[src/hw/rtl/fpr_pkg.sv]
// Shared types and constants for the framed payload receiver.
`timescale 1ns / 1ps
package fpr_pkg;

	localparam int NUM_CODES = 8;
	localparam int CODE_W = 8;
	localparam int CFG_IDX_W = 3;
	localparam int SEL_W = 4;

	localparam int PAYLOAD_DEPTH_DEF = 256;
	localparam int CHECK_DEPTH_DEF = 16;

	// Match select codes, in priority order; SEL_DATA means no code matched.
	localparam logic [SEL_W-1:0] SEL_PING          = 4'd0;
	localparam logic [SEL_W-1:0] SEL_PONG          = 4'd1;
	localparam logic [SEL_W-1:0] SEL_ESCAPE        = 4'd2;
	localparam logic [SEL_W-1:0] SEL_REQUEST_SEND  = 4'd3;
	localparam logic [SEL_W-1:0] SEL_BEGIN_PAYLOAD = 4'd4;
	localparam logic [SEL_W-1:0] SEL_END_PAYLOAD   = 4'd5;
	localparam logic [SEL_W-1:0] SEL_BEGIN_CHECK   = 4'd6;
	localparam logic [SEL_W-1:0] SEL_END_CHECK     = 4'd7;
	localparam logic [SEL_W-1:0] SEL_DATA          = 4'd8;

	// Reply kinds.
	localparam logic [1:0] KIND_PONG   = 2'd0;
	localparam logic [1:0] KIND_REFUSE = 2'd1;
	localparam logic [1:0] KIND_CTS    = 2'd2;
	localparam logic [1:0] KIND_OK     = 2'd3;

	// Store targets.
	localparam logic TARGET_PAYLOAD = 1'b0;
	localparam logic TARGET_CHECK   = 1'b1;

	typedef struct packed {
		logic       reply_valid;
		logic [1:0] reply_kind;
		logic       fault;
		logic       unhandled;
		logic       pong_seen;
		logic       frame_done;
		logic       store_valid;
		logic       store_target;
		logic [7:0] store_index;
		logic [7:0] store_data;
	} result_t;

endpackage

[src/hw/rtl/framed_payload_receiver.sv]
// Top level of the framed payload receiver: input and result registers.
`timescale 1ns / 1ps
// One received byte per word in, one result word out. The block takes a word
// every cycle while the result register drains; each word goes from the input
// register through the decoder into the result register, held there until
// taken. The decoder's state update settles one word per cycle while the
// pipeline advances. The user must write control codes (cfg_we/cfg_index/
// cfg_data) only while idle, which the block does not enforce; reset loads
// codes 1..8. Store strobes address an external payload or checksum memory.
module framed_payload_receiver #(
	parameter int PAYLOAD_DEPTH = fpr_pkg::PAYLOAD_DEPTH_DEF,
	parameter int CHECK_DEPTH   = fpr_pkg::CHECK_DEPTH_DEF
) (
	input  logic                          clk,
	input  logic                          arst_n,
	input  logic                          cfg_we,
	input  logic [fpr_pkg::CFG_IDX_W-1:0] cfg_index,
	input  logic [fpr_pkg::CODE_W-1:0]    cfg_data,
	input  logic                          in_valid,
	output logic                          in_ready,
	input  logic [7:0]                    rx_byte,
	output logic                          out_valid,
	input  logic                          out_ready,
	output logic                          reply_valid,
	output logic [1:0]                    reply_kind,
	output logic                          fault,
	output logic                          unhandled,
	output logic                          pong_seen,
	output logic                          frame_done,
	output logic                          store_valid,
	output logic                          store_target,
	output logic [7:0]                    store_index,
	output logic [7:0]                    store_data
);

	logic                         valid_s1;
	logic [7:0]                   byte_s1;
	logic                         valid_s2;
	fpr_pkg::result_t             res_s2;
	fpr_pkg::result_t             res;
	logic [fpr_pkg::SEL_W-1:0]    sel;
	logic                         advance;

	assign advance  = valid_s1 & (~valid_s2 | out_ready);
	assign in_ready = ~valid_s1 | advance;

	always_ff @(posedge clk or negedge arst_n) begin
		if (!arst_n) begin
			valid_s1 <= 1'b0;
		end else if (in_ready) begin
			valid_s1 <= in_valid;
		end
	end

	always_ff @(posedge clk) begin
		if (in_ready && in_valid) begin
			byte_s1 <= rx_byte;
		end
	end

	fpr_code_match u_match (
		.clk       (clk),
		.arst_n    (arst_n),
		.cfg_we    (cfg_we),
		.cfg_index (cfg_index),
		.cfg_data  (cfg_data),
		.rx_byte   (byte_s1),
		.sel       (sel)
	);

	fpr_decoder #(
		.PAYLOAD_DEPTH (PAYLOAD_DEPTH),
		.CHECK_DEPTH   (CHECK_DEPTH)
	) u_decoder (
		.clk     (clk),
		.arst_n  (arst_n),
		.advance (advance),
		.sel     (sel),
		.rx_byte (byte_s1),
		.res     (res)
	);

	always_ff @(posedge clk or negedge arst_n) begin
		if (!arst_n) begin
			valid_s2 <= 1'b0;
		end else if (advance) begin
			valid_s2 <= 1'b1;
		end else if (out_ready) begin
			valid_s2 <= 1'b0;
		end
	end

	always_ff @(posedge clk) begin
		if (advance) begin
			res_s2 <= res;
		end
	end

	assign out_valid    = valid_s2;
	assign reply_valid  = res_s2.reply_valid;
	assign reply_kind   = res_s2.reply_kind;
	assign fault        = res_s2.fault;
	assign unhandled    = res_s2.unhandled;
	assign pong_seen    = res_s2.pong_seen;
	assign frame_done   = res_s2.frame_done;
	assign store_valid  = res_s2.store_valid;
	assign store_target = res_s2.store_target;
	assign store_index  = res_s2.store_index;
	assign store_data   = res_s2.store_data;

endmodule

[src/hw/rtl/fpr_code_match.sv]
// Control code registers and priority match of a byte against them.
`timescale 1ns / 1ps
module fpr_code_match (
	input  logic                                clk,
	input  logic                                arst_n,
	input  logic                                cfg_we,
	input  logic [fpr_pkg::CFG_IDX_W-1:0]       cfg_index,
	input  logic [fpr_pkg::CODE_W-1:0]          cfg_data,
	input  logic [fpr_pkg::CODE_W-1:0]          rx_byte,
	output logic [fpr_pkg::SEL_W-1:0]           sel
);

	logic [fpr_pkg::CODE_W-1:0] codes_q [fpr_pkg::NUM_CODES];

	always_ff @(posedge clk or negedge arst_n) begin
		if (!arst_n) begin
			for (int i = 0; i < fpr_pkg::NUM_CODES; i++) begin
				codes_q[i] <= fpr_pkg::CODE_W'(i + 1);
			end
		end else if (cfg_we) begin
			codes_q[cfg_index] <= cfg_data;
		end
	end

	// Lowest index wins on equal codes.
	always_comb begin
		sel = fpr_pkg::SEL_DATA;
		for (int i = fpr_pkg::NUM_CODES - 1; i >= 0; i--) begin
			if (codes_q[i] == rx_byte) begin
				sel = fpr_pkg::SEL_W'(i);
			end
		end
	end

endmodule

[src/hw/rtl/fpr_decoder.sv]
// Receive state and per-word result decode.
`timescale 1ns / 1ps
module fpr_decoder #(
	parameter int PAYLOAD_DEPTH = fpr_pkg::PAYLOAD_DEPTH_DEF,
	parameter int CHECK_DEPTH   = fpr_pkg::CHECK_DEPTH_DEF
) (
	input  logic                        clk,
	input  logic                        arst_n,
	input  logic                        advance,
	input  logic [fpr_pkg::SEL_W-1:0]   sel,
	input  logic [7:0]                  rx_byte,
	output fpr_pkg::result_t            res
);

	localparam int PAY_CW = $clog2(PAYLOAD_DEPTH + 1);
	localparam int CHK_CW = $clog2(CHECK_DEPTH + 1);

	logic              esc_q, rx_pay_q, rx_chk_q;
	logic [PAY_CW-1:0] pay_cnt_q;
	logic [CHK_CW-1:0] chk_cnt_q;

	logic              esc_d, rx_pay_d, rx_chk_d;
	logic [PAY_CW-1:0] pay_cnt_d;
	logic [CHK_CW-1:0] chk_cnt_d;

	logic busy, do_store, do_fault;

	always_comb begin
		busy      = rx_pay_q | rx_chk_q;
		res       = '0;
		esc_d     = esc_q;
		rx_pay_d  = rx_pay_q;
		rx_chk_d  = rx_chk_q;
		pay_cnt_d = pay_cnt_q;
		chk_cnt_d = chk_cnt_q;
		do_store  = 1'b0;
		do_fault  = 1'b0;

		if (esc_q) begin
			esc_d    = 1'b0;
			do_store = 1'b1;
		end else begin
			case (sel)
				fpr_pkg::SEL_PING: begin
					res.reply_valid = 1'b1;
					res.reply_kind  = fpr_pkg::KIND_PONG;
				end
				fpr_pkg::SEL_PONG: begin
					res.pong_seen = 1'b1;
				end
				fpr_pkg::SEL_ESCAPE: begin
					esc_d = 1'b1;
				end
				fpr_pkg::SEL_REQUEST_SEND: begin
					if (busy) begin
						do_fault = 1'b1;
					end else begin
						res.reply_valid = 1'b1;
						res.reply_kind  = fpr_pkg::KIND_CTS;
					end
				end
				fpr_pkg::SEL_BEGIN_PAYLOAD: begin
					if (busy) begin
						do_fault = 1'b1;
					end else begin
						rx_pay_d  = 1'b1;
						pay_cnt_d = '0;
					end
				end
				fpr_pkg::SEL_END_PAYLOAD: begin
					if (!rx_pay_q) begin
						do_fault = 1'b1;
					end else begin
						rx_pay_d        = 1'b0;
						res.reply_valid = 1'b1;
						res.reply_kind  = fpr_pkg::KIND_OK;
					end
				end
				fpr_pkg::SEL_BEGIN_CHECK: begin
					if (busy) begin
						do_fault = 1'b1;
					end else begin
						rx_chk_d  = 1'b1;
						chk_cnt_d = '0;
					end
				end
				fpr_pkg::SEL_END_CHECK: begin
					if (!rx_chk_q) begin
						do_fault = 1'b1;
					end else begin
						res.reply_valid = 1'b1;
						res.reply_kind  = fpr_pkg::KIND_OK;
						res.frame_done  = 1'b1;
						esc_d           = 1'b0;
						rx_pay_d        = 1'b0;
						rx_chk_d        = 1'b0;
					end
				end
				default: begin
					if (busy) begin
						do_store = 1'b1;
					end else begin
						res.reply_valid = 1'b1;
						res.reply_kind  = fpr_pkg::KIND_REFUSE;
						res.unhandled   = 1'b1;
						esc_d           = 1'b0;
						rx_pay_d        = 1'b0;
						rx_chk_d        = 1'b0;
					end
				end
			endcase
		end

		// Payload takes precedence if both receptions were ever set.
		if (do_store) begin
			if (rx_pay_q) begin
				if (pay_cnt_q >= PAY_CW'(PAYLOAD_DEPTH)) begin
					do_fault = 1'b1;
				end else begin
					res.store_valid  = 1'b1;
					res.store_target = fpr_pkg::TARGET_PAYLOAD;
					res.store_index  = 8'(pay_cnt_q);
					res.store_data   = rx_byte;
					pay_cnt_d        = pay_cnt_q + 1'b1;
				end
			end else if (rx_chk_q) begin
				if (chk_cnt_q >= CHK_CW'(CHECK_DEPTH)) begin
					do_fault = 1'b1;
				end else begin
					res.store_valid  = 1'b1;
					res.store_target = fpr_pkg::TARGET_CHECK;
					res.store_index  = 8'(chk_cnt_q);
					res.store_data   = rx_byte;
					chk_cnt_d        = chk_cnt_q + 1'b1;
				end
			end else begin
				do_fault = 1'b1;
			end
		end

		if (do_fault) begin
			res.reply_valid = 1'b1;
			res.reply_kind  = fpr_pkg::KIND_REFUSE;
			res.fault       = 1'b1;
			esc_d           = 1'b0;
			rx_pay_d        = 1'b0;
			rx_chk_d        = 1'b0;
		end
	end

	always_ff @(posedge clk or negedge arst_n) begin
		if (!arst_n) begin
			esc_q     <= 1'b0;
			rx_pay_q  <= 1'b0;
			rx_chk_q  <= 1'b0;
			pay_cnt_q <= '0;
			chk_cnt_q <= '0;
		end else if (advance) begin
			esc_q     <= esc_d;
			rx_pay_q  <= rx_pay_d;
			rx_chk_q  <= rx_chk_d;
			pay_cnt_q <= pay_cnt_d;
			chk_cnt_q <= chk_cnt_d;
		end
	end

endmodule
[config.mk]
export PLATFORM = sky130hd
export DESIGN_NAME = framed_payload_receiver
export DESIGN_NICKNAME = d
export VERILOG_FILES = /design/src/hw/rtl/fpr_pkg.sv /design/src/hw/rtl/framed_payload_receiver.sv /design/src/hw/rtl/fpr_code_match.sv /design/src/hw/rtl/fpr_decoder.sv
export SDC_FILE = /design/constraint.sdc
export NUM_CORES = 1
export LEC_CHECK = 0
export CAP_MARGIN = 25
export CORE_ASPECT_RATIO = 0.9
export CORE_MARGIN = 2
export CORE_UTILIZATION = 35
export DETAILED_ROUTE_END_ITERATION = 8
export DONT_BUFFER_PORTS = 1
export GPL_TIMING_DRIVEN = 0
export PLACE_DENSITY = 0.48
export SYNTH_ARGS = -nofsm -noshare
export SYNTH_HDL_FRONTEND = slang
export SYNTH_SLANG_ARGS = --single-unit
[constraint.sdc]
create_clock -name clk -period 7.1 [get_ports clk]
set_input_delay 1.42 -clock clk [delete_from_list [all_inputs] [get_ports clk]]
set_output_delay 1.42 -clock clk [all_outputs]
set_load 0.05 [all_outputs]
==> results.json <==
{
  "number_of_warnings_printed_during_yosys_synthesis": 0,
  "grt_pass1_vias": 3664,
  "endpoint_kind": "flip-flop",
  "cts_root_buf": "clkbuf_16",
  "diodes": 0,
  "clkSlewWorstSetupHoldPaths_ns": 0.06,
  "syn-cell-area_sq_mm": 0.00573,
  "holdCritStartpoint": "valid_s1",
  "worst_skew_pair.late_latency_ns": 0.43,
  "critPathLaunchType": "flip-flop",
  "detail_route.iter0.violations": 305,
  "worst_ir_drop_on_vdd_mv": 0.173,
  "dieWidth_um": 139,
  "grt_start_max_net_pins": 84,
  "drt.antenna.violating_nets": 0,
  "path_max_fanout": 10,
  "whs_ns": 0.494,
  "synth.avg_cell_area_sq_um": 12.5,
  "layout.core_utilization": 0.414,
  "area_delta_synth_final_pct": 16.1,
  "grt_antenna_before_repair": 0,
  "critPathArrivalTime_ns": 3.61,
  "critical-path-max-stage-delay_ns": 0.56,
  "synth_cell_type_count": 58,
  "wl_per_cell_um": 19.0,
  "synth_top_area_cell": "dfrtp_1",
  "ys_seq_elements": 116,
  "fin_worst_skew_ns": 0.0103,
  "finalSetupViolations": 0,
  "synth_top_area_frac": 0.306,
  "grt_pass1_wl_um": 21300,
  "die_area_sq_mm": 0.0174,
  "drc": 0,
  "finish.net_count": 508,
  "port_buffers": 0,
  "worst-r2r-cell-count": 9,
  "netlist_top_cells_count": "70 x dfrtp_1, 64 x mux2_2, 39 x xor2_1",
  "yosysMostFrequentCell": "dfrtp_1",
  "seq_area_frac_synth": 0.538,
  "drt_pre_antenna_iters": 4,
  "dominantRegCellSynth": "dfrtp_1",
  "mappedNetlistNets": 485,
  "postSynthCellCount": 457,
  "crit_family": "simple AND/OR/NAND/NOR gates",
  "min_delay_worst_endpoint": "out_valid",
  "cts_buffer_depth": 2,
  "placement_rows": 44,
  "cap_violations": 0,
  "cp.required_ns": 7.28,
  "synth_enable_flop_cells": 33,
  "postCtsSetupBuffers": 0,
  "routed_wirelength_um": 13300,
  "vias_per_cell": 5.16,
  "worst_path_cell_with_the_longest_stage_delay": "nor4_1",
  "hold-path-cell-count": 1,
  "worstPathCellList": "buf_6 > xor2_1 > nor4_1 > nand2_1 > nand3_1 > o41a_1 > clkbuf_1 > a21oi_1 > and2_2",
  "setup.reg_to_reg.worst_slack_ns": 3.68,
  "die_h_um": 125,
  "place.detailed.hpwl_um": 9010,
  "core_area_sq_mm": 0.0161,
  "cts_repair_resize_count": 0,
  "post-route-worst-setup-slack_ns": 3.68,
  "post_route_clock_period_utilization": 0.482,
  "grt_usage": 0.162,
  "cts_num_sinks": 116,
  "static_leak_nw": 2.62,
  "rsz_0062_raised_after_global_routing": "no",
  "gp_congestion": 0.788,
  "share_of_flip_flops_with_an_asynchronous_set_or_reset": 0.716,
  "slew_viol_final": 0,
  "cts_inserted_buffers": 17,
  "drive_above_1_share": 0.278,
  "crit-reg2reg-capture": "store_data[7]",
  "critical_path_depth": 9,
  "tritoncts": "yes",
  "worst-setup-path-type": "flip-flop to flip-flop",
  "report.power.total_mw": 2.21,
  "max_slew_margin": 0.439,
  "critical_path_buf_inv_count": 2,
  "grt_remaining_overflow": 0,
  "fin_setup_tns_ns": 0,
  "regToRegStartpoint": "byte_s1[5]",
  "max_slew.worst_pin.slew_ns": 0.840,
  "hold_path_class": "flip-flop to flip-flop",
  "power.density_cell_area_mw_per_mm2": 332,
  "clock.fmax_mhz": 292,
  "initial_utilization": 0.357,
  "vias": 3614,
  "result_of_the_run": "completed",
  "htreeDepth": 4,
  "cts.hold.buffers_added": 0,
  "final_critical_delay_including_setup_and_external_delays_ns": 3.42,
  "pre_cts_ws_ns": 3.73,
  "io_pins": 51,
  "hold_viol": 0,
  "most_area_consuming_cells_after_synthesis": "dfrtp_1 31%, edfxtp_1 17%, mux2_2 13%"
}
## report_power, final
group / internal [mW] / switching [mW]
logic: 0.159 / 0.153
registers: 0.828 / 0.139
clock network: 0.621 / 0.309
## per-layer routing
metal  share of wire  up-vias  global-route usage
met5               0        -                   0
met4           0.010        0              0.0588
met3           0.044       11              0.0532
met2            0.46       84               0.243
met1            0.48     1805               0.220
li1                -     1714                   -
## cells in the final DEF, fill, tap and decap left out, types with 3 or more instances in the layout
cell type and count:
bufinv_16 5, nor4_1 12, nand4b_1 3, a22o_1 5, dfstp_2 13, inv_1 10, buf_6 5, mux2_2 64
a21oi_1 7, o21ai_0 15, nor3b_1 6, ha_1 4, and2_1 12, nand3_1 13, buf_2 7, edfxtp_1 33
o21a_1 3, nor3_1 9, buf_4 3, nand2b_1 6, dfrtp_1 70, o31ai_1 9, nand4_1 10, clkinvlp_4 5
xor2_1 39, or2_2 3, clkbuf_1 11, and3_1 4, xnor2_1 24, clkbuf_16 17, nand2_1 18, nor2_1 8
## cell families after synthesis
| kind of cell | Yosys count | synth area share |
|---|---|---|
| fa+ha+maj | 4 | 0.00873 |
| simple gates | 116 | 0.122 |
| buf+inv | 32 | 0.0299 |
| mux | 64 | 0.126 |
| compound gates | 61 | 0.0770 |
| xor+xnor | 64 | 0.0991 |
| flops | 116 | 0.538 |
## worst reg2reg max path: cells and delay by family, from the launching register on
| family | cells | cell delay, ns |
|---|---|---|
| compound gates | 2 | 0.56 |
| xor+xnor | 1 | 0.17 |
| buf+inv | 2 | 0.60 |
| flops | 1 | 0.37 |
| simple gates | 4 | 1.49 |
## layout make-up
type / instances / area [sq um]
plain buffers: 22 / 135
inverters: 10 / 37.5
multi-input cells: 309 / 2480
clock buffers: 19 / 433
flip-flops and latches: 116 / 3080
repair buffers: 4 / 25.0
fillers: 1519 / 9420
clock inverters: 13 / 206
well taps: 207 / 259
## stage by stage
| stage | std cells | area (sq um) |
|---|---|---|
| final | 700 | 6660 |
| after global routing | 700 | 6660 |
| after CTS | 699 | 6650 |
| after detailed placement | 667 | 6010 |
| after global placement | 664 | 5990 |
| after floorplan | 457 | 5730 |
## flip-flops by register name, summed over array words and instances (netlist names), 2 cells and up
name	flops
u_match.codes_q	64
u_decoder.chk_cnt_q	5
byte_s1	8
store_index	8
store_data	8
u_decoder.pay_cnt_q	9
reply_kind	2
## worst max-delay path by stage
stage	start	endpoint	slack, ns
finish	byte_s1[5]	store_data[7]	3.68
global route	byte_s1[3]	store_data[7]	3.42
CTS	byte_s1[3]	store_data[7]	3.72
detailed placement	out_ready	in_ready	3.73
global placement	out_ready	u_decoder.pay_cnt_q[0]	3.36
floorplan	out_ready	in_ready	3.78
No activity file was read; power rests on OpenSTA's default activity.
